===== config.mk =====
export PLATFORM = sky130hd
export DESIGN_NAME = escape_sequence_decoder_unit
export DESIGN_NICKNAME = d
export VERILOG_FILES = /design/src/design/esd_pkg.sv /design/src/design/esd_decoder.sv /design/src/design/esd_out_fifo.sv /design/src/design/escape_sequence_decoder_unit.sv
export SDC_FILE = /design/constraint.sdc
export NUM_CORES = 1
export LEC_CHECK = 0
export ABC_AREA = 1
export BUFFER_PORTS_ARGS = -buffer_cell sky130_fd_sc_hd__buf_2
export CAP_MARGIN = 30
export CORE_UTILIZATION = 55
export DETAILED_ROUTE_END_ITERATION = 8
export PLACE_DENSITY = 0.79
export REMOVE_ABC_BUFFERS = 1
export SLEW_MARGIN = 20
export SYNTH_ARGS = -nofsm -noshare
export SYNTH_HDL_FRONTEND = slang
export SYNTH_HIERARCHICAL = 1
export SYNTH_SLANG_ARGS = --single-unit

===== constraint.sdc =====
create_clock -name i_clk -period 5.24 [get_ports i_clk]
set_input_delay 0.524 -clock i_clk [delete_from_list [all_inputs] [get_ports i_clk]]
set_output_delay 0.524 -clock i_clk [all_outputs]
set_load 0.005 [all_outputs]

===== src/design/esd_pkg.sv =====
// Shared types, character codes and helper functions for the escape sequence decoder.
// No dependencies; imported by every module of the block.
`default_nettype none

package esd_pkg;

    localparam int unsigned FIFO_DEPTH = 4;
    localparam int unsigned FIFO_AW    = $clog2(FIFO_DEPTH);
    localparam int unsigned FIFO_CW    = $clog2(FIFO_DEPTH + 1);

    localparam logic [11:0] BYTE_MAX_VALUE = 12'd255;

    localparam logic [7:0] CH_BSLASH = 8'h5C;
    localparam logic [7:0] CH_SQUOTE = 8'h27;
    localparam logic [7:0] CH_DQUOTE = 8'h22;
    localparam logic [7:0] CH_LC_A   = 8'h61;
    localparam logic [7:0] CH_LC_B   = 8'h62;
    localparam logic [7:0] CH_LC_F   = 8'h66;
    localparam logic [7:0] CH_LC_N   = 8'h6E;
    localparam logic [7:0] CH_LC_R   = 8'h72;
    localparam logic [7:0] CH_LC_T   = 8'h74;
    localparam logic [7:0] CH_LC_V   = 8'h76;
    localparam logic [7:0] CH_LC_X   = 8'h78;
    localparam logic [7:0] CH_UC_A   = 8'h41;
    localparam logic [7:0] CH_UC_F   = 8'h46;
    localparam logic [7:0] CH_UC_X   = 8'h58;
    localparam logic [7:0] CH_ZERO   = 8'h30;
    localparam logic [7:0] CH_ONE    = 8'h31;
    localparam logic [7:0] CH_SEVEN  = 8'h37;
    localparam logic [7:0] CH_NINE   = 8'h39;

    localparam logic [7:0] CODE_BEL = 8'd7;
    localparam logic [7:0] CODE_BS  = 8'd8;
    localparam logic [7:0] CODE_HT  = 8'd9;
    localparam logic [7:0] CODE_LF  = 8'd10;
    localparam logic [7:0] CODE_VT  = 8'd11;
    localparam logic [7:0] CODE_FF  = 8'd12;
    localparam logic [7:0] CODE_CR  = 8'd13;

    typedef enum logic [2:0] {
        PH_PLAIN = 3'd0,
        PH_ESC   = 3'd1,
        PH_HEX   = 3'd2,
        PH_OCT   = 3'd3,
        PH_DEC   = 3'd4
    } t_phase;

    typedef struct packed {
        logic [7:0] byte_out;
        logic       bad_escape;
        logic       run_last;
        logic       string_done;
    } t_result;

    typedef struct packed {
        logic [1:0] num;
        t_result    res_a;
        t_result    res_b;
    } t_push;

    function automatic t_result mk_result(input logic [7:0] value, input logic bad);
        t_result r;
        r.byte_out    = bad ? 8'd0 : value;
        r.bad_escape  = bad;
        r.run_last    = 1'b0;
        r.string_done = 1'b0;
        return r;
    endfunction

    // {valid, nibble}
    function automatic logic [4:0] hex_digit(input logic [7:0] c);
        logic [4:0] r;
        r = 5'd0;
        if (c >= CH_ZERO && c <= CH_NINE) begin
            r = {1'b1, c[3:0]};
        end else if ((c >= CH_LC_A && c <= CH_LC_F) || (c >= CH_UC_A && c <= CH_UC_F)) begin
            r = {1'b1, c[3:0] + 4'd9};
        end
        return r;
    endfunction

endpackage

`default_nettype wire


===== src/design/esd_decoder.sv =====
// Input register, parse state and single-pass escape decode for one character.
// Depends on esd_pkg; feeds esd_out_fifo with up to two results per transaction.
`default_nettype none

module esd_decoder
    import esd_pkg::*;
(
    input  wire logic       i_clk,
    input  wire logic       i_rst_n,
    input  wire logic       i_in_valid,
    output logic            o_in_ready,
    input  wire logic [7:0] i_char_in,
    input  wire logic       i_string_end,
    input  wire logic       i_room,
    output t_push           o_push
);

    logic       r_in_valid;
    logic [7:0] r_char;
    logic       r_end;
    t_phase     r_phase;
    logic [7:0] r_acc;
    logic [2:0] r_cnt;

    t_phase     n_phase;
    logic [7:0] n_acc;
    logic [2:0] n_cnt;

    logic        adv;
    logic        do_plain;
    logic [4:0]  hv;
    logic [11:0] nxt;
    logic [1:0]  num;
    t_result     res_a;
    t_result     res_b;
    t_result     res_new;

    assign adv        = r_in_valid && i_room;
    assign o_in_ready = !r_in_valid || adv;
    assign hv         = hex_digit(r_char);

    always_ff @(posedge i_clk) begin
        if (!i_rst_n) begin
            r_in_valid <= 1'b0;
        end else if (o_in_ready) begin
            r_in_valid <= i_in_valid;
        end
        if (o_in_ready && i_in_valid) begin
            r_char <= i_char_in;
            r_end  <= i_string_end;
        end
    end

    always_ff @(posedge i_clk) begin
        if (!i_rst_n) begin
            r_phase <= PH_PLAIN;
            r_acc   <= 8'd0;
            r_cnt   <= 3'd0;
        end else if (adv) begin
            r_phase <= n_phase;
            r_acc   <= n_acc;
            r_cnt   <= n_cnt;
        end
    end

    always_comb begin
        n_phase  = r_phase;
        n_acc    = r_acc;
        n_cnt    = r_cnt;
        do_plain = 1'b0;
        num      = 2'd0;
        res_a    = '0;
        res_b    = '0;
        res_new  = '0;
        nxt      = 12'd0;

        unique case (r_phase)
            PH_ESC: begin
                n_phase = PH_PLAIN;
                n_acc   = 8'd0;
                n_cnt   = 3'd0;
                num     = 2'd1;
                unique case (r_char)
                    CH_LC_A:   res_a = mk_result(CODE_BEL, 1'b0);
                    CH_LC_B:   res_a = mk_result(CODE_BS, 1'b0);
                    CH_LC_R:   res_a = mk_result(CODE_CR, 1'b0);
                    CH_LC_N:   res_a = mk_result(CODE_LF, 1'b0);
                    CH_LC_T:   res_a = mk_result(CODE_HT, 1'b0);
                    CH_LC_V:   res_a = mk_result(CODE_VT, 1'b0);
                    CH_LC_F:   res_a = mk_result(CODE_FF, 1'b0);
                    CH_BSLASH,
                    CH_SQUOTE,
                    CH_DQUOTE: res_a = mk_result(r_char, 1'b0);
                    CH_LC_X,
                    CH_UC_X: begin
                        n_phase = PH_HEX;
                        num     = 2'd0;
                    end
                    CH_ZERO: begin
                        n_phase = PH_OCT;
                        num     = 2'd0;
                    end
                    default: begin
                        if (r_char >= CH_ONE && r_char <= CH_NINE) begin
                            n_phase = PH_DEC;
                            n_acc   = {4'd0, r_char[3:0]};
                            n_cnt   = 3'd1;
                            num     = 2'd0;
                        end else begin
                            res_a = mk_result(8'd0, 1'b1);
                        end
                    end
                endcase
            end
            PH_HEX: begin
                if (hv[4]) begin
                    if (r_cnt == 3'd0) begin
                        n_acc = {4'd0, hv[3:0]};
                        n_cnt = 3'd1;
                    end else begin
                        res_a   = mk_result({r_acc[3:0], hv[3:0]}, 1'b0);
                        num     = 2'd1;
                        n_phase = PH_PLAIN;
                        n_acc   = 8'd0;
                        n_cnt   = 3'd0;
                    end
                end else begin
                    res_a    = mk_result(r_acc, r_cnt == 3'd0);
                    num      = 2'd1;
                    n_phase  = PH_PLAIN;
                    n_acc    = 8'd0;
                    n_cnt    = 3'd0;
                    do_plain = 1'b1;
                end
            end
            PH_OCT, PH_DEC: begin
                if (r_phase == PH_OCT) begin
                    nxt = {1'b0, r_acc, 3'd0} + {8'd0, 1'b0, r_char[2:0]};
                end else begin
                    nxt = {1'b0, r_acc, 3'd0} + {3'd0, r_acc, 1'b0} + {8'd0, r_char[3:0]};
                end
                if (((r_phase == PH_OCT && r_char >= CH_ZERO && r_char <= CH_SEVEN) ||
                     (r_phase == PH_DEC && r_char >= CH_ZERO && r_char <= CH_NINE)) &&
                    nxt <= BYTE_MAX_VALUE) begin
                    n_acc = nxt[7:0];
                    n_cnt = r_cnt + 3'd1;
                    if ((r_phase == PH_OCT && n_cnt >= 3'd4) ||
                        (r_phase == PH_DEC && n_cnt >= 3'd3)) begin
                        res_a   = mk_result(nxt[7:0], 1'b0);
                        num     = 2'd1;
                        n_phase = PH_PLAIN;
                        n_acc   = 8'd0;
                        n_cnt   = 3'd0;
                    end
                end else begin
                    res_a    = mk_result(r_acc, 1'b0);
                    num      = 2'd1;
                    n_phase  = PH_PLAIN;
                    n_acc    = 8'd0;
                    n_cnt    = 3'd0;
                    do_plain = 1'b1;
                end
            end
            default: begin
                n_phase  = PH_PLAIN;
                n_acc    = 8'd0;
                n_cnt    = 3'd0;
                do_plain = 1'b1;
            end
        endcase

        if (do_plain) begin
            if (r_char == CH_BSLASH) begin
                n_phase = PH_ESC;
                n_acc   = 8'd0;
                n_cnt   = 3'd0;
            end else begin
                res_new = mk_result(r_char, 1'b0);
                if (num == 2'd0) begin
                    res_a = res_new;
                end else begin
                    res_b = res_new;
                end
                num = num + 2'd1;
            end
        end

        if (r_end) begin
            priority if (n_phase == PH_ESC) begin
                res_new = mk_result(8'd0, 1'b1);
            end else if (n_phase == PH_HEX) begin
                res_new = mk_result(n_acc, n_cnt == 3'd0);
            end else begin
                res_new = mk_result(n_acc, 1'b0);
            end
            if (n_phase == PH_ESC || n_phase == PH_HEX ||
                n_phase == PH_OCT || n_phase == PH_DEC) begin
                if (num == 2'd0) begin
                    res_a = res_new;
                end else begin
                    res_b = res_new;
                end
                num = num + 2'd1;
            end
            n_phase = PH_PLAIN;
            n_acc   = 8'd0;
            n_cnt   = 3'd0;
        end

        if (num == 2'd1) begin
            res_a.run_last    = 1'b1;
            res_a.string_done = r_end;
        end else if (num == 2'd2) begin
            res_b.run_last    = 1'b1;
            res_b.string_done = r_end;
        end
    end

    always_comb begin
        o_push.num   = adv ? num : 2'd0;
        o_push.res_a = res_a;
        o_push.res_b = res_b;
    end

endmodule

`default_nettype wire


===== src/design/esd_out_fifo.sv =====
// Small result queue: takes up to two results per cycle, gives one per output transaction.
// Depends on esd_pkg for the result types and queue depth.
`default_nettype none

module esd_out_fifo
    import esd_pkg::*;
(
    input  wire logic       i_clk,
    input  wire logic       i_rst_n,
    input  wire t_push      i_push,
    output logic            o_room,
    output logic            o_out_valid,
    input  wire logic       i_out_ready,
    output t_result         o_result
);

    t_result              r_mem [FIFO_DEPTH];
    logic [FIFO_AW-1:0]   r_wr;
    logic [FIFO_AW-1:0]   r_rd;
    logic [FIFO_CW-1:0]   r_count;
    logic                 pop;
    logic [FIFO_AW-1:0]   wr_next;

    assign o_room      = r_count <= FIFO_CW'(FIFO_DEPTH - 2);
    assign o_out_valid = r_count != '0;
    assign o_result    = r_mem[r_rd];
    assign pop         = o_out_valid && i_out_ready;
    assign wr_next     = r_wr + FIFO_AW'(1);

    always_ff @(posedge i_clk) begin
        if (!i_rst_n) begin
            r_wr    <= '0;
            r_rd    <= '0;
            r_count <= '0;
        end else begin
            r_wr    <= r_wr + FIFO_AW'(i_push.num);
            r_rd    <= r_rd + FIFO_AW'(pop);
            r_count <= r_count + FIFO_CW'(i_push.num) - FIFO_CW'(pop);
        end
    end

    always_ff @(posedge i_clk) begin
        if (i_push.num != 2'd0) begin
            r_mem[r_wr] <= i_push.res_a;
        end
        if (i_push.num == 2'd2) begin
            r_mem[wr_next] <= i_push.res_b;
        end
    end

endmodule

`default_nettype wire


===== src/design/escape_sequence_decoder_unit.sv =====
// Top level of the C string escape decoder: decoder stage plus result queue.
// Depends on esd_pkg, esd_decoder and esd_out_fifo.
//
// Input channel: i_in_valid / o_in_ready carry one raw character (i_char_in)
// and a last-of-string flag (i_string_end) per transaction.
// Output channel: o_out_valid / i_out_ready carry one decoded result per
// transaction: o_byte_out, o_bad_escape, o_run_last (final result of that
// character) and o_string_done (final result of the string).
// A character gives zero, one or two results.
// A result passes through the input register, then the single-pass decode
// into a four-entry result queue, from which it is offered.
// Throughput: one character per cycle while the receiver keeps up; the
// decode stage advances only when the queue has room for two results, so
// the queue depth sets how long the input keeps flowing under a stall.
// A stalled receiver fills the queue and then holds o_in_ready low; no
// result is lost or repeated.
// Reset (synchronous, active low) empties the queue, drops any held
// character and returns the parser to plain text.
`default_nettype none

module escape_sequence_decoder_unit
    import esd_pkg::*;
(
    input  wire logic       i_clk,
    input  wire logic       i_rst_n,
    input  wire logic       i_in_valid,
    output logic            o_in_ready,
    input  wire logic [7:0] i_char_in,
    input  wire logic       i_string_end,
    output logic            o_out_valid,
    input  wire logic       i_out_ready,
    output logic [7:0]      o_byte_out,
    output logic            o_bad_escape,
    output logic            o_run_last,
    output logic            o_string_done
);

    t_push   push;
    logic    room;
    t_result result;

    esd_decoder u_decoder (
        .i_clk        (i_clk),
        .i_rst_n      (i_rst_n),
        .i_in_valid   (i_in_valid),
        .o_in_ready   (o_in_ready),
        .i_char_in    (i_char_in),
        .i_string_end (i_string_end),
        .i_room       (room),
        .o_push       (push)
    );

    esd_out_fifo u_out_fifo (
        .i_clk       (i_clk),
        .i_rst_n     (i_rst_n),
        .i_push      (push),
        .o_room      (room),
        .o_out_valid (o_out_valid),
        .i_out_ready (i_out_ready),
        .o_result    (result)
    );

    assign o_byte_out    = result.byte_out;
    assign o_bad_escape  = result.bad_escape;
    assign o_run_last    = result.run_last;
    assign o_string_done = result.string_done;

    a_push_needs_room: assert property (@(posedge i_clk) disable iff (!i_rst_n)
        (push.num != 2'd0) |-> room)
        else $error("results pushed without queue room");

    a_push_count: assert property (@(posedge i_clk) disable iff (!i_rst_n)
        push.num != 2'd3)
        else $error("more than two results from one transaction");

    a_reset_empty: assert property (@(posedge i_clk)
        !i_rst_n |=> !o_out_valid)
        else $error("result offered straight after reset");

    a_done_is_last: assert property (@(posedge i_clk) disable iff (!i_rst_n)
        (o_out_valid && o_string_done) |-> o_run_last)
        else $error("string end flagged on a non-final result");

    a_bad_zero: assert property (@(posedge i_clk) disable iff (!i_rst_n)
        (o_out_valid && o_bad_escape) |-> (o_byte_out == 8'd0))
        else $error("error result carries a non-zero byte");

endmodule

`default_nettype wire


**After elaboration in Yosys (flattened, before gate mapping)**

Memories as Yosys holds them, arrays and structs flattened. A register that Yosys moved wholly into a read port is not among the register bits.
Cells that the tools add are included.

- Multiplexer cells: 80
- Equal/unequal tests: 24
- Add/sub/neg operators: 12
- Order comparisons: 12
- Reductions and logical operators: 34

Operators by type and width:

| cell | number |
|---|---|
| 11-bit two-way mux | 18 |
| 11-bit one-hot mux with 9 select lines | 1 |
| 8-bit by 7-bit == test with 1-bit output (second input constant) | 10 |
| 8-bit two-way mux | 8 |
| 3-bit two-way mux | 15 |
| 11-bit one-hot mux with 3 select lines | 1 |
| 3-bit one-hot mux with 3 select lines | 3 |
| 8-bit by 6-bit == test with 1-bit output (second input constant) | 3 |
| 12-bit two-way mux | 2 |
| 8-bit one-hot mux with 3 select lines | 1 |
| 2-bit two-way mux | 9 |
| 8-bit by 6-bit >= comparator with 1-bit output (second input constant) | 2 |
| 8-bit by 7-bit >= comparator with 1-bit output (second input constant) | 2 |
| 8-bit by 6-bit less-or-equal comparator with 1-bit output (second input constant) | 2 |
| 8-bit by 7-bit less-or-equal comparator with 1-bit output (second input constant) | 2 |
| 1-bit logical AND | 14 |
| 1-bit two-way mux | 14 |
| 13-bit OR reduction | 1 |
| 11-bit by 3-bit adder with 12-bit output | 1 |
| 11-bit by 9-bit adder with 12-bit output | 1 |
| 12-bit by 4-bit adder with 12-bit output | 1 |
| 3-bit by 2-bit == test with 1-bit output (second input constant) | 4 |
| 12-bit by 8-bit less-or-equal comparator with 1-bit output (second input constant) | 1 |
| 4-bit two-way mux | 3 |
| 27 further kinds | 43 |

- Register bits: 31
- Memories kept: 1
- Word-level logic and storage cells: 172
- Memory bits (writable): 44
- Bits of input ports: 13

Memory list:

| memory | words | bits a word | read ports | clocked after memory_dff | wr ports | RTL line | RTL |
|---|---|---|---|---|---|---|---|
| u_out_fifo.r_mem | 4 | 11 | 1 | 1 | 2 | esd_out_fifo.sv:17 | `t_result r_mem [FIFO_DEPTH];` |

**Logic depth before layout (Yosys ltp)**

- Depth in word-level cells: 20
- Mapped depth: 32

**Cells and area by module**

Netlist, hierarchy kept.

By module, submodules not included:

| module | times used | cells each | sequential area each (um^2) | area each (um^2) |
|---|---|---|---|---|
| esd_decoder | 1 | 562 | 570.5 | 3320.7 |
| esd_out_fifo | 1 | 272 | 1461.4 | 2656.3 |

**Worst setup path before layout**

No wires, ideal clock.

- Path kind: flip-flop to flip-flop
- Start point: reg u_decoder.r_char[3]
- End point: mem u_out_fifo/r_mem[0][0] (netlist bit), enable pin
- Data arrival time: 4651 ps
- Buffers on the path: 1
- Clock period less this slack: 5048 ps
- Library setup time: 397 ps
- Path slack: 192 ps
- Stages on the path, launching flop included: 26
- Path through: edfxtp_1 > buf_4 > inv_2 > fa_1 > inv_1 > fa_1 > nand2_1 > nand2_1 > nand3_1 > nand2_1 > nand2_1 > nand4_1 > nand2_1 > nand2_1 > nand2_2 > nand4_1 > ha_1 > nand2_1 > nand2_1 > inv_1 > ha_1 > nand3b_1 > nand2_1 > nor2_1 > nor2_1 > o31ai_1

RTL lines:

| what | RTL line | RTL |
|---|---|---|
| start, declared | esd_decoder.sv:19 | `logic [7:0] r_char;` |
| start signal, assigned | esd_decoder.sv:49 | `r_char <= i_char_in;` |
| end, declared | esd_out_fifo.sv:17 |  |

==> impl_metrics.json <==
{
  "post_route_worst_setup_slack_ns": 0.455,
  "total_length_of_routed_wires_mm": 15.8,
  "timing.critical_path.fanout_max": 4,
  "remaining_drc_errors": 0,
  "viasPerCell": 5.65,
  "grt.overflow.total": 0,
  "grt_pass1_wl_mm": 25.5,
  "die-width_um": 106,
  "critical_path.reg2reg.startpoint": "u_decoder/r_acc[0]$_SDFFE_PN0P_",
  "crit_top_cell": "sky130_fd_sc_hd__nand2_1",
  "total_power_mw": 1.57,
  "max_cap_violations": 0,
  "num-nets-final": 911,
  "worstPathRequired_ns": 5.49,
  "skew_ns": 0.0159,
  "die_h_um": 106,
  "clock_pin_slew_on_the_worst_setup_and_hold_paths_ns": 0.10,
  "cts_max_level": 3,
  "io_port_bufs": 25,
  "setup_viol": 0,
  "leakage_component_of_the_power_nw": 2.93,
  "finish.instance_area_um2": 6470,
  "postPlaceCellArea_um2": 6230,
  "layout-area-overhead-vs-synth_pct": 8.29,
  "final_cells": 1008,
  "grt_max_degree": 27,
  "cellPowerDensity_nw_per_um2": 243,
  "boundaryPins": 26,
  "grt_util_all_layers_pct": 29.1,
  "synth.yosys.seq_area_share_pct": 34.0,
  "async_reset_ff_share_pct": 0,
  "final_hold_viol_count": 0,
  "antenna_found_initial": 0,
  "setup_repair_after_global_routing_missed_its_margin": "no",
  "drv_slew": 0,
  "wl_per_cell_um": 15.7,
  "kind_of_capture_point_of_the_worst_setup_path": "flip-flop",
  "antenna_diode_instance_count": 0,
  "cts_max_path_buffers": 2,
  "holdBufCountCts": 0,
  "yosysTopAreaCell": "sky130_fd_sc_hd__edfxtp_1",
  "1st_iter_drt_viols": 486,
  "synth.area.top_cells": "sky130_fd_sc_hd__edfxtp_1 (27%), sky130_fd_sc_hd__nand2_1 (16%), sky130_fd_sc_hd__dfxtp_1 (7.4%)",
  "preCtsSetupSlack_ns": 0.207,
  "floorplan.initialDensity_pct": 57.4,
  "whs_ns": 0.334,
  "run_status": "completed",
  "hp-start": "i_char_in[0]",
  "syn-mean-instance-area_um2": 7.17,
  "drt_pre_antenna_iters": 6,
  "timing.critical_path.arrival_ns": 5.04,
  "place_inst": 989,
  "grt_pass1_vias": 5280,
  "worst_path_largest_cell_delay_ns": 0.53,
  "achievable-frequency_ghz": 0.209,
  "cts_root_buf": "sky130_fd_sc_hd__clkbuf_8",
  "hold_class": "primary input to flip-flop",
  "ys_seq_elements": 75,
  "rows": 37,
  "most_frequent_cell_after_synthesis": "sky130_fd_sc_hd__nand2_1",
  "gp_congestion": 1.03,
  "detailed_place_hpwl_mm": 12.1,
  "synth_edf_count": 53,
  "cts_inserted_buffers": 9,
  "final_min_period_over_clock_period_pct": 91.3,
  "core-area_um2": 10400,
  "peakVddDrop_mv": 0.161,
  "ant_nets": 0,
  "crit_path_start": "u_decoder/r_acc[0]$_SDFFE_PN0P_",
  "tritoncts": "yes",
  "finish.utilization_pct": 62.1,
  "syn_area_um2": 5980,
  "worst_setup_path_category": "flip-flop to flip-flop",
  "die_area_um2": 11300,
  "cp_startpoint_kind": "flip-flop",
  "tightestPinTransition_ns": 0.723,
  "syn-instance-count": 834,
  "synthDominantCellAreaShare_pct": 26.6,
  "most_common_library_cells_after_synthesis": "sky130_fd_sc_hd__nand2_1 (249), sky130_fd_sc_hd__inv_1 (87), sky130_fd_sc_hd__nor2_1 (75)",
  "clkLatencyLatePin_ns": 0.35,
  "clock_sinks": 75,
  "vias": 5694,
  "drive_above_1_share_pct": 15.7,
  "timing.setup.tns_ns": 0,
  "yosys_most_used_dff": "sky130_fd_sc_hd__edfxtp_1",
  "yosysWarningCount": 6,
  "yosysUniqueCellTypes": 48,
  "critical-path-slowest-cell": "sky130_fd_sc_hd__fa_1",
  "maxSlewHeadroom_pct": 51.7,
  "crit_path_time_final_ns": 4.78
}
[layout make-up]
type | count | area [um^2]
Timing Repair Buffer | 45 | 275
Tap cell | 136 | 170
Clock buffer | 10 | 149
Fill cell | 969 | 3940
Clock inverter | 6 | 52.6
Sequential cell | 75 | 2030
Multi-Input combinational cell | 631 | 3400
Inverter | 105 | 397
[registers in the layout, indices dropped and copies added, names as in the netlist]
| name | cells |
|---|---|
| u_out_fifo/r_rd | 2 |
| u_out_fifo/r_mem | 44 |
| u_decoder/r_cnt | 3 |
| u_decoder/r_in_valid | 1 |
| u_decoder/r_acc | 8 |
| u_decoder/r_char | 8 |
| u_out_fifo/r_wr | 2 |
| u_decoder/r_end | 1 |
| u_out_fifo/r_count | 3 |
| u_decoder/r_phase | 3 |
[layout by cell type, fill, tap and decap left out, drive strengths merged, types with 4 or more instances in the layout]
cell type / Yosys / final
nand2: 260 / 260
xor2: 6 / 6
o31ai: 4 / 4
o21ai: 97 / 97
clkbuf: 9 / 11
o211ai: 9 / 9
dfxtp: 22 / 22
buf: 14 / 44
a21oi: 35 / 35
o2111ai: 4 / 4
nor2: 83 / 83
nand3: 47 / 47
xnor2: 4 / 4
nor3: 11 / 11
nand4: 12 / 12
edfxtp: 53 / 53
ha: 28 / 28
inv: 104 / 109
o22ai: 14 / 14
[cells by family after synthesis]
group | Yosys count | share of synthesized area (%)
DFF | 75 | 34.0
xor gates and xnor gates | 10 | 1.47
and+or+nand+nor | 417 | 30.8
adders and majority gates | 31 | 6.87
AOI/OAI and AO/OA | 173 | 17.5
buffers and inverters | 128 | 9.40
[power by group]
group	total, mW	switching, mW	internal, mW
sequential	0.714	0.0315	0.682
combinational	0.401	0.260	0.141
clock	0.457	0.247	0.211
total	1.57	0.538	1.03
[routing by layer]
layer	GRT usage (%)	vias to the layer above	wire length [um]
met3	5.15	54	1170
met1	37.7	2543	6850
met4	12.3	0	591
li1	-	2847	-
met5	0	-	0
met2	47.9	250	7190
[critical path: cells and delay by family (launching register included)]
| kind | cells | cell delay, ns |
|---|---|---|
| flops | 1 | 0.36 |
| xor+xnor | 1 | 0.18 |
| simple gates | 18 | 1.56 |
| buf+inv | 5 | 0.38 |
| fa+ha+maj | 6 | 2.20 |
[path summary, 6_finish.rpt]
kind         slack, ns                          endpoint  cells past startpoint
max               0.46  u_out_fifo/r_count[2]$_SDFF_PN0_                     30
min               0.33     u_decoder/r_char[0]$_DFFE_PP_                      1
max reg2reg       0.46  u_out_fifo/r_count[2]$_SDFF_PN0_                     30
min reg2reg       0.49   u_decoder/r_acc[0]$_SDFFE_PN0P_                      2
[repair_timing]
action,in CTS,in global routing
resized for setup,0,5
buffers inserted,0,1
setup endpoints to repair,0,2
Note: power is estimated with default switching activity, not from simulation.
